$ cat src/rtl/core/bcs_pkg.sv
package bcs_pkg;

    // Configuration register indexes.
    localparam int CFG_IDX_W  = 2;
    localparam int CFG_DATA_W = 32;
    localparam logic [CFG_IDX_W-1:0] CFG_SYS_CLK  = 2'd0;
    localparam logic [CFG_IDX_W-1:0] CFG_DEF_HZ   = 2'd1;
    localparam logic [CFG_IDX_W-1:0] CFG_IDLE_GAP = 2'd2;

    localparam int SYS_CLK_W = 28;
    localparam int HZ_W      = 14;
    localparam int FREQ_W    = 16;
    localparam int WRAP_W    = 16;
    localparam int BEACON_W  = 32;
    localparam int ENTRY_W   = 18;

    localparam logic [SYS_CLK_W-1:0] SYS_CLK_RST  = 28'd125000000;
    localparam logic [HZ_W-1:0]      DEF_HZ_RST   = 14'd4000;
    localparam logic [31:0]          IDLE_GAP_RST = 32'd119969;

    localparam logic [FREQ_W-1:0] HZ_MIN = 16'd1000;
    localparam logic [FREQ_W-1:0] HZ_MAX = 16'd12000;

    // Input item kinds carried on tuser.
    localparam logic ACT_TICK = 1'b0;
    localparam logic ACT_LOAD = 1'b1;

    // Keepalive m-sequence, x^5 + x^2 + 1 from an all-ones seed.
    localparam int PN_LEN = 31;
    localparam int PN_W   = 5;
    localparam logic [PN_W-1:0] PN_LAST = 5'd31;

    function automatic logic [PN_LEN-1:0] pn_gen();
        logic [PN_W-1:0]   r;
        logic              fb;
        logic [PN_LEN-1:0] seq;
        r   = 5'h1F;
        seq = '0;
        for (int i = 0; i < PN_LEN; i++) begin
            fb     = r[4] ^ r[1];
            seq[i] = r[0];
            r      = {r[3:0], fb};
        end
        return seq;
    endfunction

    localparam logic [PN_LEN-1:0] PN_TABLE = pn_gen();

    // Divider between the sequencer and its wrap divider.
    localparam int DIV_STEPS = SYS_CLK_W;
    localparam int DIV_CNT_W = 5;

    typedef struct packed {
        logic                 start;
        logic [SYS_CLK_W-1:0] dividend;
        logic [HZ_W-1:0]      divisor;
    } t_div_req;

    typedef struct packed {
        logic                 done;
        logic [SYS_CLK_W-1:0] quotient;
    } t_div_rsp;

endpackage

$ cat src/rtl/core/bcs_div.sv
module bcs_div (
    input  logic              i_clk,
    input  logic              i_rst_n,
    input  bcs_pkg::t_div_req i_req,
    output bcs_pkg::t_div_rsp o_rsp
);
    import bcs_pkg::*;

    logic                 r_busy;
    logic                 r_done;
    logic [DIV_CNT_W-1:0] r_cnt;
    logic [HZ_W-1:0]      r_rem;
    logic [HZ_W-1:0]      r_den;
    logic [SYS_CLK_W-1:0] r_quo;

    logic [HZ_W:0] w_trial;
    logic [HZ_W:0] w_diff;
    logic          w_fits;
    logic          w_last;

    // Restoring division, one quotient bit per cycle; the dividend shifts out of
    // the top of r_quo while quotient bits shift in at the bottom.
    assign w_trial = {r_rem, r_quo[SYS_CLK_W-1]};
    assign w_fits  = (w_trial >= {1'b0, r_den});
    assign w_diff  = w_trial - {1'b0, r_den};
    assign w_last  = (r_cnt == DIV_CNT_W'(DIV_STEPS - 1));

    always_ff @(posedge i_clk) begin
        if (!i_rst_n) begin
            r_busy <= 1'b0;
            r_done <= 1'b0;
            r_cnt  <= '0;
        end else begin
            r_done <= r_busy && w_last;
            if (i_req.start && !r_busy) begin
                r_busy <= 1'b1;
                r_cnt  <= '0;
                r_rem  <= '0;
                r_den  <= i_req.divisor;
                r_quo  <= i_req.dividend;
            end else if (r_busy) begin
                r_rem <= w_fits ? w_diff[HZ_W-1:0] : w_trial[HZ_W-1:0];
                r_quo <= {r_quo[SYS_CLK_W-2:0], w_fits};
                r_cnt <= r_cnt + 1'b1;
                if (w_last) begin
                    r_busy <= 1'b0;
                end
            end
        end
    end

    assign o_rsp.done     = r_done;
    assign o_rsp.quotient = r_quo;

endmodule
$ cat config.mk
export PLATFORM = sky130hd
export DESIGN_NAME = bcs_div
export DESIGN_NICKNAME = d
export VERILOG_FILES = /design/src/rtl/core/bcs_pkg.sv /design/src/rtl/core/bcs_div.sv
export SDC_FILE = /design/constraint.sdc
export NUM_CORES = 1
export LEC_CHECK = 0
export BUFFER_PORTS_ARGS = -buffer_cell sky130_fd_sc_hd__clkbuf_2
export CORE_MARGIN = 5
export CORE_UTILIZATION = 51
export CTS_BUF_LIST = sky130_fd_sc_hd__clkbuf_8
export CTS_CLUSTER_DIAMETER = 100
export DETAILED_ROUTE_END_ITERATION = 12
export HOLD_SLACK_MARGIN = 0.02
export PLACE_DENSITY = 0.79
export SLEW_MARGIN = 20
export SYNTH_ARGS = -nofsm -noshare
export SYNTH_HDL_FRONTEND = slang
export SYNTH_SLANG_ARGS = --single-unit
$ cat constraint.sdc
create_clock -name i_clk -period 2.1 [get_ports i_clk]
set_input_delay 0.105 -clock i_clk [delete_from_list [all_inputs] [get_ports i_clk]]
set_output_delay 0.105 -clock i_clk [all_outputs]
set_load 0.05 [all_outputs]
==> metrics.md, run 1 <==
| Metric | Value |
|---|---|
| DR vias/cell | 5.56 |
| Warnings from Yosys | 0 |
| Combinational share of power | around a third |
| DR pass1 iterations | 6 |
| Non-filler cells, final | 560 |
| WP buf/inv | 1 |
| Final Skew | 8.88 ps |
| Initial Util | 52.3% |
| Largest net degree at the start of global routing | 34 |
| Nets | 540 |
| Final Core Density | between 70 and 80% |
| Hold crit path type | in2reg |
| Largest family of logic cells by synthesized area | simple AND/OR/NAND/NOR gates |
| Share of cells above drive strength 1 | between 40% and 50% |
| Crit path max fanout | 4 |
| Pre-CTS setup slack | -147 ps |
| Tot GR Track Use | 21.2% |
| Worst path max stage delay | around 450 ps |
| Grt peak-use layer | met2 |
| Pwr dens | 780 mW/mm^2 |
| Clock power share | roughly a quarter |
| CP Capture Type | flop |
| Vias in the first global route | between 3000 and 4000 |
| Mapped cell area | 0.00332 mm^2 |
| Fillers | 346 |
| Mux share of post-synthesis cell area | 1.81% |
| Via Count | 3111 |
| CTS tree | done |
| Placed cell areas | ~0.0041 mm^2 |
| Yosys cell types | 44 |
| Min Clock Period, post-route | between 2000 and 2500 ps |
| Worst Slack Setup Final | -295 ps |
| Clk pin slew, worst setup/hold paths | 70 ps |
| Setup-failing EPs final | 15 |
| DRC | 0 |
| CP delay by family, top | compound AO/OA/AOI/OAI gates |
| Root Driver | clkbuf_8 |
| Grt met3 use | 6.25% |
| Worst EP required | 2170 ps |
| Max Clock Freq | around 420 MHz |
| RSZ-0062 raised after global routing | yes |
| Max-cap viol count | 0 |
| Hold depth | 3 |
| Design area | just under 0.005 mm^2 |
| GRT met1 Usage | 25.5% |
| DPL Wire Length | 5.64 mm |
| Hold WS | 21.2 ps |
| Clock Sinks | 63 |
| Final Hold Viols | 0 |
| CP startpoint kind | flop |
| DRT Wirelength | 9.92 mm |
| Net Switching | 0.00125 W |
| #FFs+latches synth | 63 |
| Site Rows | 29 |
| Dpl cells | about 500 |
| Synth Area in Compound Gates | 9.98% |
| Avg Synthesized Cell Area | 10.5 um^2 |
| XOR/XNOR share of the synthesized area | ~3.7% |
| IO Port Bufs | 73 |
| Post-Syn Nets | 380 |
| VDD IR max | 0.521 mV |
| Initial antenna violation count | 0 |
| Simple-gate share of the synthesized area | 19.1% |
| Post-route ant nets | 0 |
| H-tree Lvls | 3 |
| Ys flop type | edfxtp_1 |
| Top Ports | 74 |
| Critical path class | reg2reg |
| Layout Area Growth over Synthesis | 49.4% |
| GR Util met2 | 35.1% |
| Die area | 0.00823 mm^2 |
| Synth async-reset ratio | 0% |
| Gr ovfl total | 0 |
| DR WL/cell | 17.7 um |
| Status | finished with violations |
| Die X | just over 90 um |
| Worst-skew pair later-pin latency | 340 ps |
| Slew Limit Headroom | 69.0% |
| Sequential area share after synthesis | 54.8% |
| Setup crit start | r_rem[4] |
| Slew @ Worst Pin | 459 ps |
| Longest Clk Path Bufs | 2 |
| Final Cycle Share | 114% |
| Total core area | about 0.0063 mm^2 |
| Pleak | roughly 2.2 nW |
| Die H | 90.7 um |
| Slowest CP cell | o311ai_0 |
| First-pass GRT wire length | around 14 mm |
| Hold path startpoint | i_req[35] |
| Switching share of power | 32.3% |
| Register-to-Register Path Depth | 7 |
| Cells after Synth | 318 |
| Crit. path cell count | 7 |
| Flop pwr share | 40.4% |
| R2R setup slack | -300 ps |
| Failing checks | negative setup slack |
| R2r startpoint | r_rem[4] |
| WP data arrival | 2470 ps |
| GPL Wtd Cong | 0.948 |
| Worst-path cell chain | ha_4 > nand4_1 > nor4_4 > a2111oi_4 > buf_4 > o311ai_0 > a31oi_1 |
| Internal | around 0.0026 W |
| Slew Viols, Final | 0 |
| Initial DRC count | 293 |
| Cts bufs inserted | 9 |
| Post-synth EDFFs | 56 |
| N_diodes | 0 |
| Adder-Cell Fraction of Synth Area | 6.63% |
==> cell type report <==
| cell class | count | area [um^2] | area share, % |
|---|---|---|---|
| inverter | 17 | 63.8 | 1.29 |
| sequential | 63 | 1820 | 36.7 |
| tap | 77 | 96.3 | 1.94 |
| multi-input combinational | 225 | 1650 | 33.3 |
| clock inverter | 7 | 63.8 | 1.29 |
| timing repair buffer | 162 | 1140 | 23.0 |
| clock buffer | 9 | 124 | 2.50 |
==> Yosys cell counts, drive strengths merged, types with 4 or more instances <==
master | count | area [um^2]
nand4 | 7 | 50.1
clkbuf | 7 | 26.3
nor2 | 25 | 106
inv | 17 | 63.8
o21ai | 8 | 40.0
ha | 16 | 200
o21a | 4 | 30.0
mux2i | 6 | 60.1
xnor2 | 7 | 61.3
xor2 | 7 | 61.3
edfxtp | 56 | 1680
buf | 6 | 43.8
a211oi | 8 | 85.1
a21oi | 11 | 55.1
nand2 | 93 | 349
dfxtp | 7 | 140
==> kinds of logic (layout without fill, tap and decap cells) <==
logic type / Yosys count / in the layout
XOR/XNOR: 14 / 14
AND/OR/NAND/NOR: 144 / 144
buffers and inverters: 30 / 195
AO/OA/AOI/OAI: 44 / 44
adder cells (fa/ha/maj): 17 / 17
multiplexers: 6 / 6
flip-flops: 63 / 63
==> power by group through the flow <==
stage	Clock [W]	Sequential [W]	Combinational, W
after floorplan	0	0.00170	0.000502
after global placement	0	0.00157	0.000941
after detailed placement	0	0.00157	0.000965
after CTS	0.00101	0.00155	0.00109
after global routing	0.00109	0.00157	0.00137
final	0.00102	0.00156	0.00129
==> routing by layer <==
metal	wire [um]	share of wire, %
met5	0	0
met4	304	3.1
met3	638	6.4
met2	5090	51
met1	3890	39
==> registers in the layout, summed over array words and instances (netlist names) <==
register  count
r_quo        28
r_den        14
r_rem        14
r_cnt         5
r_busy        1
r_done        1
==> cell usage in the layout, fill, tap and decap left out, drive strengths merged, types with 2 or more instances in the layout <==
master,instances
nand2,93
clkbuf,82
buf,66
edfxtp,56
nor2,25
dlygate4sd3,23
inv,17
ha,16
a21oi,11
a211oi,8
o21ai,8
xor2,7
xnor2,7
dfxtp,7
nand4,7
mux2i,6
clkinv,6
o21a,4
nand2b,3
nor3b,3
nor2b,3
nand3,2
a21o,2
and2,2
o211ai,2
o21bai,2
o22ai,2
==> path summary, 6_finish.rpt <==
path                to
min reg2reg   r_cnt[4]
max reg2reg  r_rem[11]
min          r_quo[21]
max          r_rem[11]
==> what timing repair did <==
item / 4_1_cts / 5_1_grt
resized for setup: 27 / 27
endpoints found under the hold margin: 22 / 1
buffers inserted: 9 / 11
hold buffers: 22 / 1
pin swaps: 19 / 17
setup endpoints to repair: 15 / 15
==> worst register-to-register path: cells and delay by family (launching register included) <==
kind / cells / cell delay (ps)
buf+inv: 1 / 170
compound gates: 3 / 650
simple gates: 2 / 540
flops: 1 / 440
fa+ha+maj: 1 / 330
==> per-stage QoR <==
stage	setup TNS, ps	total power [W]
6_report	-2840	0.00387
5_1_grt	-3770	0.00402
4_1_cts	-1040	0.00366
3_5_place_dp	-1510	0.00254
3_3_place_gp	-1010	0.00251
2_1_floorplan	-2830	0.00220
Power figures use the tool's default switching activity.
==> inputs of run 2 (changes only) <==
--- a/config.mk
+++ b/config.mk
@@ -5,7 +5,7 @@
 export SDC_FILE = /design/constraint.sdc
 export NUM_CORES = 1
 export LEC_CHECK = 0
-export BUFFER_PORTS_ARGS = -buffer_cell sky130_fd_sc_hd__clkbuf_2
+export BUFFER_PORTS_ARGS = -buffer_cell sky130_fd_sc_hd__buf_4
 export CORE_MARGIN = 5
 export CORE_UTILIZATION = 51
 export CTS_BUF_LIST = sky130_fd_sc_hd__clkbuf_8
@@ -13,7 +13,6 @@
 export DETAILED_ROUTE_END_ITERATION = 12
 export HOLD_SLACK_MARGIN = 0.02
 export PLACE_DENSITY = 0.79
-export SLEW_MARGIN = 20
 export SYNTH_ARGS = -nofsm -noshare
 export SYNTH_HDL_FRONTEND = slang
 export SYNTH_SLANG_ARGS = --single-unit
==> run 2 against run 1 <==
- the flow still finishes with violations (negative setup slack)
- count of clock-buffer cells in the layout stayed put
- cell count is 0.18% higher
- die area stayed put
- sequential share of layout area is 1.1 points lower
- global-route usage is 2.8 points higher
- non-clock buffer count is 1 higher
- largest power group unchanged
==> metrics.md, run 2 (synthesized netlist as in run 1, its figures left out) <==
| Metric | Value |
|---|---|
| DRT Wirelength | 10.1 mm (+1.9%) |
| WP data arrival | 2340 ps (-130 ps) |
| Fillers | 337 (-2.6%) |
| CP Capture Type | flop |
| Worst-skew pair later-pin latency | 350 ps (about the same) |
| Vias in the first global route | 3189 (+6.2%) |
| Die area | 0.00823 mm^2 (unchanged) |
| Final Cycle Share | 106% (-8.0 points) |
| Dpl cells | 502 (+0.20%) |
| Failing checks | negative setup slack |
| Multi-input logic area | 0.00156 mm^2 (-5.4%) |
| Critical path class | reg2reg |
| N_diodes | 0 (unchanged) |
| Longest Clk Path Bufs | 2 (unchanged) |
| Final Hold Viols | 0 (unchanged) |
| Worst Slack Setup Final | -128 ps (+167 ps) |
| H-tree Lvls | 3 (unchanged) |
| Initial antenna violation count | 0 (unchanged) |
| Setup TNS | -1140 ps (+1700 ps) |
| Clk pin slew, worst setup/hold paths | 80 ps (about the same) |
| Initial DRC count | 208 (-29%) |
| Setup-failing EPs final | 13 (-2) |
| Initial Util | 52.3% (unchanged) |
| Biggest register | r_quo |
| IO Port Bufs | 73 (unchanged) |
| Largest net degree at the start of global routing | 34 (unchanged) |
| Nets | 541 (+0.19%) |
| Max Clock Freq | 449 MHz (+7.5%) |
| First-pass GRT wire length | 15.6 mm (+12%) |
| Crit path max fanout | 6 (+2) |
| Layout Area Growth over Synthesis | 54.0% |
| DPL Wire Length | 5.85 mm (+3.7%) |
| Gr ovfl total | 0 (unchanged) |
| Slew @ Worst Pin | 516 ps (+57.6 ps) |
| Root Driver | clkbuf_8 |
| Non-filler cells, final | 561 (+0.18%) |
| Clock Sinks | 63 (unchanged) |
| Final Skew | 15.4 ps (+6.56 ps) |
| GPL Wtd Cong | 0.895 (-5.6%) |
| Tot GR Track Use | 23.9% (+2.8 points) |
| Via Count | 3012 (-3.2%) |
| Die H | 90.7 um (unchanged) |
| Biggest registers after layout | r_quo: 28 flops, r_den: 14 flops, r_rem: 14 flops |
| Die X | 90.7 um (unchanged) |
| CTS tree | done |
| Most frequent cells in the layout | buf_4 (122), nand2_1 (92), edfxtp_1 (56), dlygate4sd3_1 (34), nor2_1 (18) |
| Pwr dens | 786 mW/mm^2 (+0.77%) |
| Total core area | 0.00635 mm^2 (unchanged) |
| R2R setup slack | -130 ps (+170 ps) |
| Cts bufs inserted | 9 (unchanged) |
| VDD IR max | 0.614 mV (+18%) |
| Top Ports | 74 (unchanged) |
| FF/Latch Area | 0.00182 mm^2 (unchanged) |
| Hold crit path type | in2reg |
| Post-route ant nets | 0 (unchanged) |
| Slew Viols, Final | 0 (unchanged) |
| RSZ-0062 raised after global routing | yes |
| DR vias/cell | 5.37 (-3.4%) |
| Commonest non-fill, non-tap cell in the layout | buf_4 |
| Pleak | 2.24 nW (+1.8%) |
| DR WL/cell | 18.0 um (+1.8%) |
| Status | finished with violations |
| Share of cells above drive strength 1 | 37.6% (-4.0 points) |
| DR pass1 iterations | 4 (-2) |
| DRC | 0 (unchanged) |
| Pre-CTS setup slack | -136 ps (+10.8 ps) |
| Min Clock Period, post-route | 2230 ps (-167 ps) |
| CP startpoint kind | flop |
| Largest register FFs | 28 (unchanged) |
| Worst EP required | 2210 ps (+40 ps) |
| Site Rows | 29 (unchanged) |
| Max-cap viol count | 0 (unchanged) |
| Slew Limit Headroom | 65.4% (-3.6 points) |
[run 2: per-stage QoR]
stage | hold slack (ps) | power, W | utilization (%) | cell area [um^2]
2_1_floorplan | 204 | 0.00220 | - | 3340
3_3_place_gp | 283 | 0.00258 | 67.7 | 4300
3_5_place_dp | 284 | 0.00261 | 67.7 | 4300
4_1_cts | 20.1 | 0.00390 | 79.2 | 5030
5_1_grt | 21.1 | 0.00417 | 80.6 | 5120
6_report | 17.4 | 0.00402 | 80.6 | 5120
[run 2: repair_timing]
item | CTS | global route
hold buffers | 34 | 0
endpoints found under the setup margin | 15 | 15
gates cloned | 0 | 0
pin swaps | 12 | 12
buffers inserted | 2 | 7
hold endpoints to repair | 34 | 0
resized for setup | 27 | 10
[run 2: path summary, 6_finish.rpt]
path,from,endpoint,cells after the start
worst max register to register,r_rem[9],r_rem[6],8
worst min register to register,r_cnt[4],r_cnt[4],2
worst max-delay path,r_rem[9],r_rem[6],8
worst min-delay path,i_req[26],r_quo[12],3
[run 2: critical path: stages, from the launching register on]
cell and delay, ps:
edfxtp_1 460, ha_4 330, nand2_1 120, o21ai_0 290
nand3_1 170, o211ai_2 120, buf_6 180, mux2i_1 230
nor2_1 70
[run 2: cell type report]
class / instances / share of cell area (%)
sequential: 63 / 35.6
clock buffer: 9 / 2.42
inverter: 17 / 1.25
timing repair buffer: 163 / 26.4
tap: 77 / 1.88
multi-input combinational: 225 / 30.6
clock inverter: 7 / 1.86
[run 2: where the power goes]
part / switching [W] / internal, W / total, W
Combinational: 0.000664 / 0.000604 / 0.00127
Clock: 0.000527 / 0.000668 / 0.00119
Sequential: 0.0000662 / 0.00149 / 0.00156
Total: 0.00126 / 0.00276 / 0.00402
[run 2: routing by layer]
metal | part of all wire [%] | GRT usage (%) | vias up
met5 | 0 | 0 | -
met4 | 2.3 | 8.19 | 0
met3 | 6.3 | 6.42 | 25
met2 | 53 | 41.9 | 113
met1 | 38 | 28.1 | 1454
li1 | - | - | 1420
==> inputs of run 3 (changes only) <==
--- a/config.mk
+++ b/config.mk
@@ -6,6 +6,7 @@
 export NUM_CORES = 1
 export LEC_CHECK = 0
 export BUFFER_PORTS_ARGS = -buffer_cell sky130_fd_sc_hd__buf_4
+export CORE_ASPECT_RATIO = 0.5
 export CORE_MARGIN = 5
 export CORE_UTILIZATION = 51
 export CTS_BUF_LIST = sky130_fd_sc_hd__clkbuf_8
==> run 3 against run 2 <==
- the flow still finishes with violations (negative setup slack)
- wire length fell by 9.6%
- maximum frequency shrank 1.9%
- sequential cell count did not move
- core utilization grew 0.72 points
- non-clock buffer count down 12
- clock skew down 6.3 ps
- critical endpoint is now r_rem[4]
- largest power group unchanged
- highest routed layer unchanged
==> metrics.md, run 3 (synthesized netlist as in run 1, its figures left out) <==
| Metric | Value |
|---|---|
| Initial DRC count | 206 (-0.96%) |
| Setup TNS | -1960 ps (-816 ps) |
| Dpl cells | 505 (+0.60%) |
| Slew @ Worst Pin | 444 ps (-72.2 ps) |
| Root Driver | clkbuf_8 |
| Fillers | 372 (+10%) |
| Slowest CP cell | edfxtp_1 |
| CTS tree | done |
| Initial antenna violation count | 0 (unchanged) |
| Top Ports | 74 (unchanged) |
| Clk pin slew, worst setup/hold paths | 70 ps (about the same) |
| DR pass1 iterations | 6 (+2) |
| Post-route ant nets | 0 (unchanged) |
| Failing checks | negative setup slack |
| Nets | 529 (-2.2%) |
| Longest Clk Path Bufs | 2 (unchanged) |
| Tot Pwr | 0.00382 W (-5.1%) |
| Via Count | 2945 (-2.2%) |
| Hold WS | 21.8 ps (+4.43 ps) |
| DRT Wirelength | 9.14 mm (-9.6%) |
| Largest net degree at the start of global routing | 27 (-21%) |
| Gr ovfl total | 0 (unchanged) |
| Final Skew | 9.09 ps (-6.34 ps) |
| WP data arrival | 2360 ps (+20 ps) |
| Layout Area Growth over Synthesis | 51.8% |
| GPL Wtd Cong | 0.899 (+0.44%) |
| Design area | 0.00505 mm^2 (-1.4%) |
| H-tree Lvls | 3 (unchanged) |
| Commonest non-fill, non-tap cell in the layout | buf_4 |
| Slew Limit Headroom | 70.4% (+5.0 points) |
| Max-cap viol count | 0 (unchanged) |
| Worst path max stage delay | 440 ps (-20 ps) |
| Total core area | 0.00621 mm^2 (-2.3%) |
| Worst Slack Setup Final | -172 ps (-44.1 ps) |
| N_diodes | 0 (unchanged) |
| Max Clock Freq | 440 MHz (-1.9%) |
| Non-filler cells, final | 560 (-0.18%) |
| Die X | 124 um (+37%) |
| Largest register FFs | 28 (unchanged) |
| DPL Wire Length | 5.74 mm (-1.9%) |
| DR WL/cell | 16.3 um (-9.5%) |
| Final Cycle Share | 108% (+2.1 points) |
| Site Rows | 20 (-31%) |
| Tot GR Track Use | 22.9% (-1.0 points) |
| Cts bufs inserted | 9 (unchanged) |
| Status | finished with violations |
| Pleak | 2.19 nW (-1.9%) |
| VDD IR max | 0.553 mV (-9.9%) |
| Worst-path cell chain | ha_4 > buf_6 > nand2_2 > nor2_4 > nand4_1 > o211ai_4 > buf_12 > mux2i_1 > nor2_1 |
| Vias in the first global route | 3060 (-4.0%) |
| IO Port Bufs | 73 (unchanged) |
| Initial Util | 53.5% (+1.2 points) |
| DRC | 0 (unchanged) |
| Pwr dens | 757 mW/mm^2 (-3.7%) |
| Min Clock Period, post-route | 2270 ps (+44.1 ps) |
| Worst-skew pair later-pin latency | 340 ps (about the same) |
| Hold crit path type | in2reg |
| Biggest registers after layout | r_quo: 28 flops, r_den: 14 flops, r_rem: 14 flops |
| First-pass GRT wire length | 14.4 mm (-7.7%) |
| Share of cells above drive strength 1 | 40.5% (+2.9 points) |
| CP startpoint kind | flop |
| Critical path class | reg2reg |
| Biggest register | r_quo |
| Worst EP required | 2190 ps (-20 ps) |
| WP buf/inv | 2 (+1) |
| Most frequent cells in the layout | buf_4 (124), nand2_1 (90), edfxtp_1 (56), dlygate4sd3_1 (21) |
| Clock Sinks | 63 (unchanged) |
| CP delay by family, top | flip-flops |
| CP Capture Type | flop |
| Crit path max fanout | 5 (-1) |
| Final Hold Viols | 0 (unchanged) |
| Placed cell areas | 0.00426 mm^2 (-0.79%) |
| Slew Viols, Final | 0 (unchanged) |
| Die area | 0.00833 mm^2 (+1.2%) |
| Die H | 67.1 um (-26%) |
| Setup-failing EPs final | 15 (+2) |
| R2R setup slack | -170 ps (-40 ps) |
| RSZ-0062 raised after global routing | yes |
| DR vias/cell | 5.26 (-2.0%) |
## run 3: changes by cell type in the layout (fill, tap and decap cells not counted), sizes merged
cell,change
clkinvlp,-2
clkinv,+1
bufinv,-1
inv,+2
clkbuf,+1
dlygate4sd3,-13
## run 3: report_power, final
part           leakage [nW]  switching [W]  internal [W]
clock                 0.103       0.000465      0.000531
combinational          1.50       0.000654      0.000608
sequential            0.591      0.0000669       0.00149
total                  2.19        0.00119       0.00263
## run 3: worst min-delay path: stages
cell,delay (ps)
buf_4,80
nand2_1,40
nand2_1,40
## run 3: metal layers
| metal | global-route usage, % | vias up | part of all wire, % |
|---|---|---|---|
| met2 | 41.2 | 113 | 52 |
| met4 | 8.46 | 0 | 2.2 |
| met5 | 0 | - | 0 |
| met1 | 26.1 | 1400 | 40 |
| li1 | - | 1405 | - |
| met3 | 6.53 | 27 | 6.2 |
## run 3: cell type report
class	count	area (um^2)	share of cell area, %
well taps	88	110	2.18
flip-flops and latches	63	1820	36.1
inverters	17	63.8	1.26
clock buffers	9	124	2.45
clock inverters	7	58.8	1.17
multi-input cells	225	1620	32.1
repair buffers	151	1250	24.7
## run 3: through the flow
step | util (%) | worst slack, ps
after floorplan | - | -295
after global placement | 68.7 | -177
after detailed placement | 68.7 | -209
after CTS | 78.7 | -170
after global routing | 81.3 | -281
final | 81.3 | -172
## run 3: repair_timing
action	in CTS	in global routing
hold buffers	21	0
setup endpoints to repair	15	15
pin swaps	17	20
endpoints found under the hold margin	21	0
gates cloned	2	0
gates resized for setup	26	23
setup buffers	7	9
## run 3: path summary, 6_finish.rpt
check	startpoint	end	cells past startpoint
hold reg to reg	r_cnt[4]	r_cnt[4]	2
hold / removal	i_req[30]	r_quo[16]	3
setup / recovery	r_rem[11]	r_rem[4]	9
setup reg to reg	r_rem[11]	r_rem[4]	9
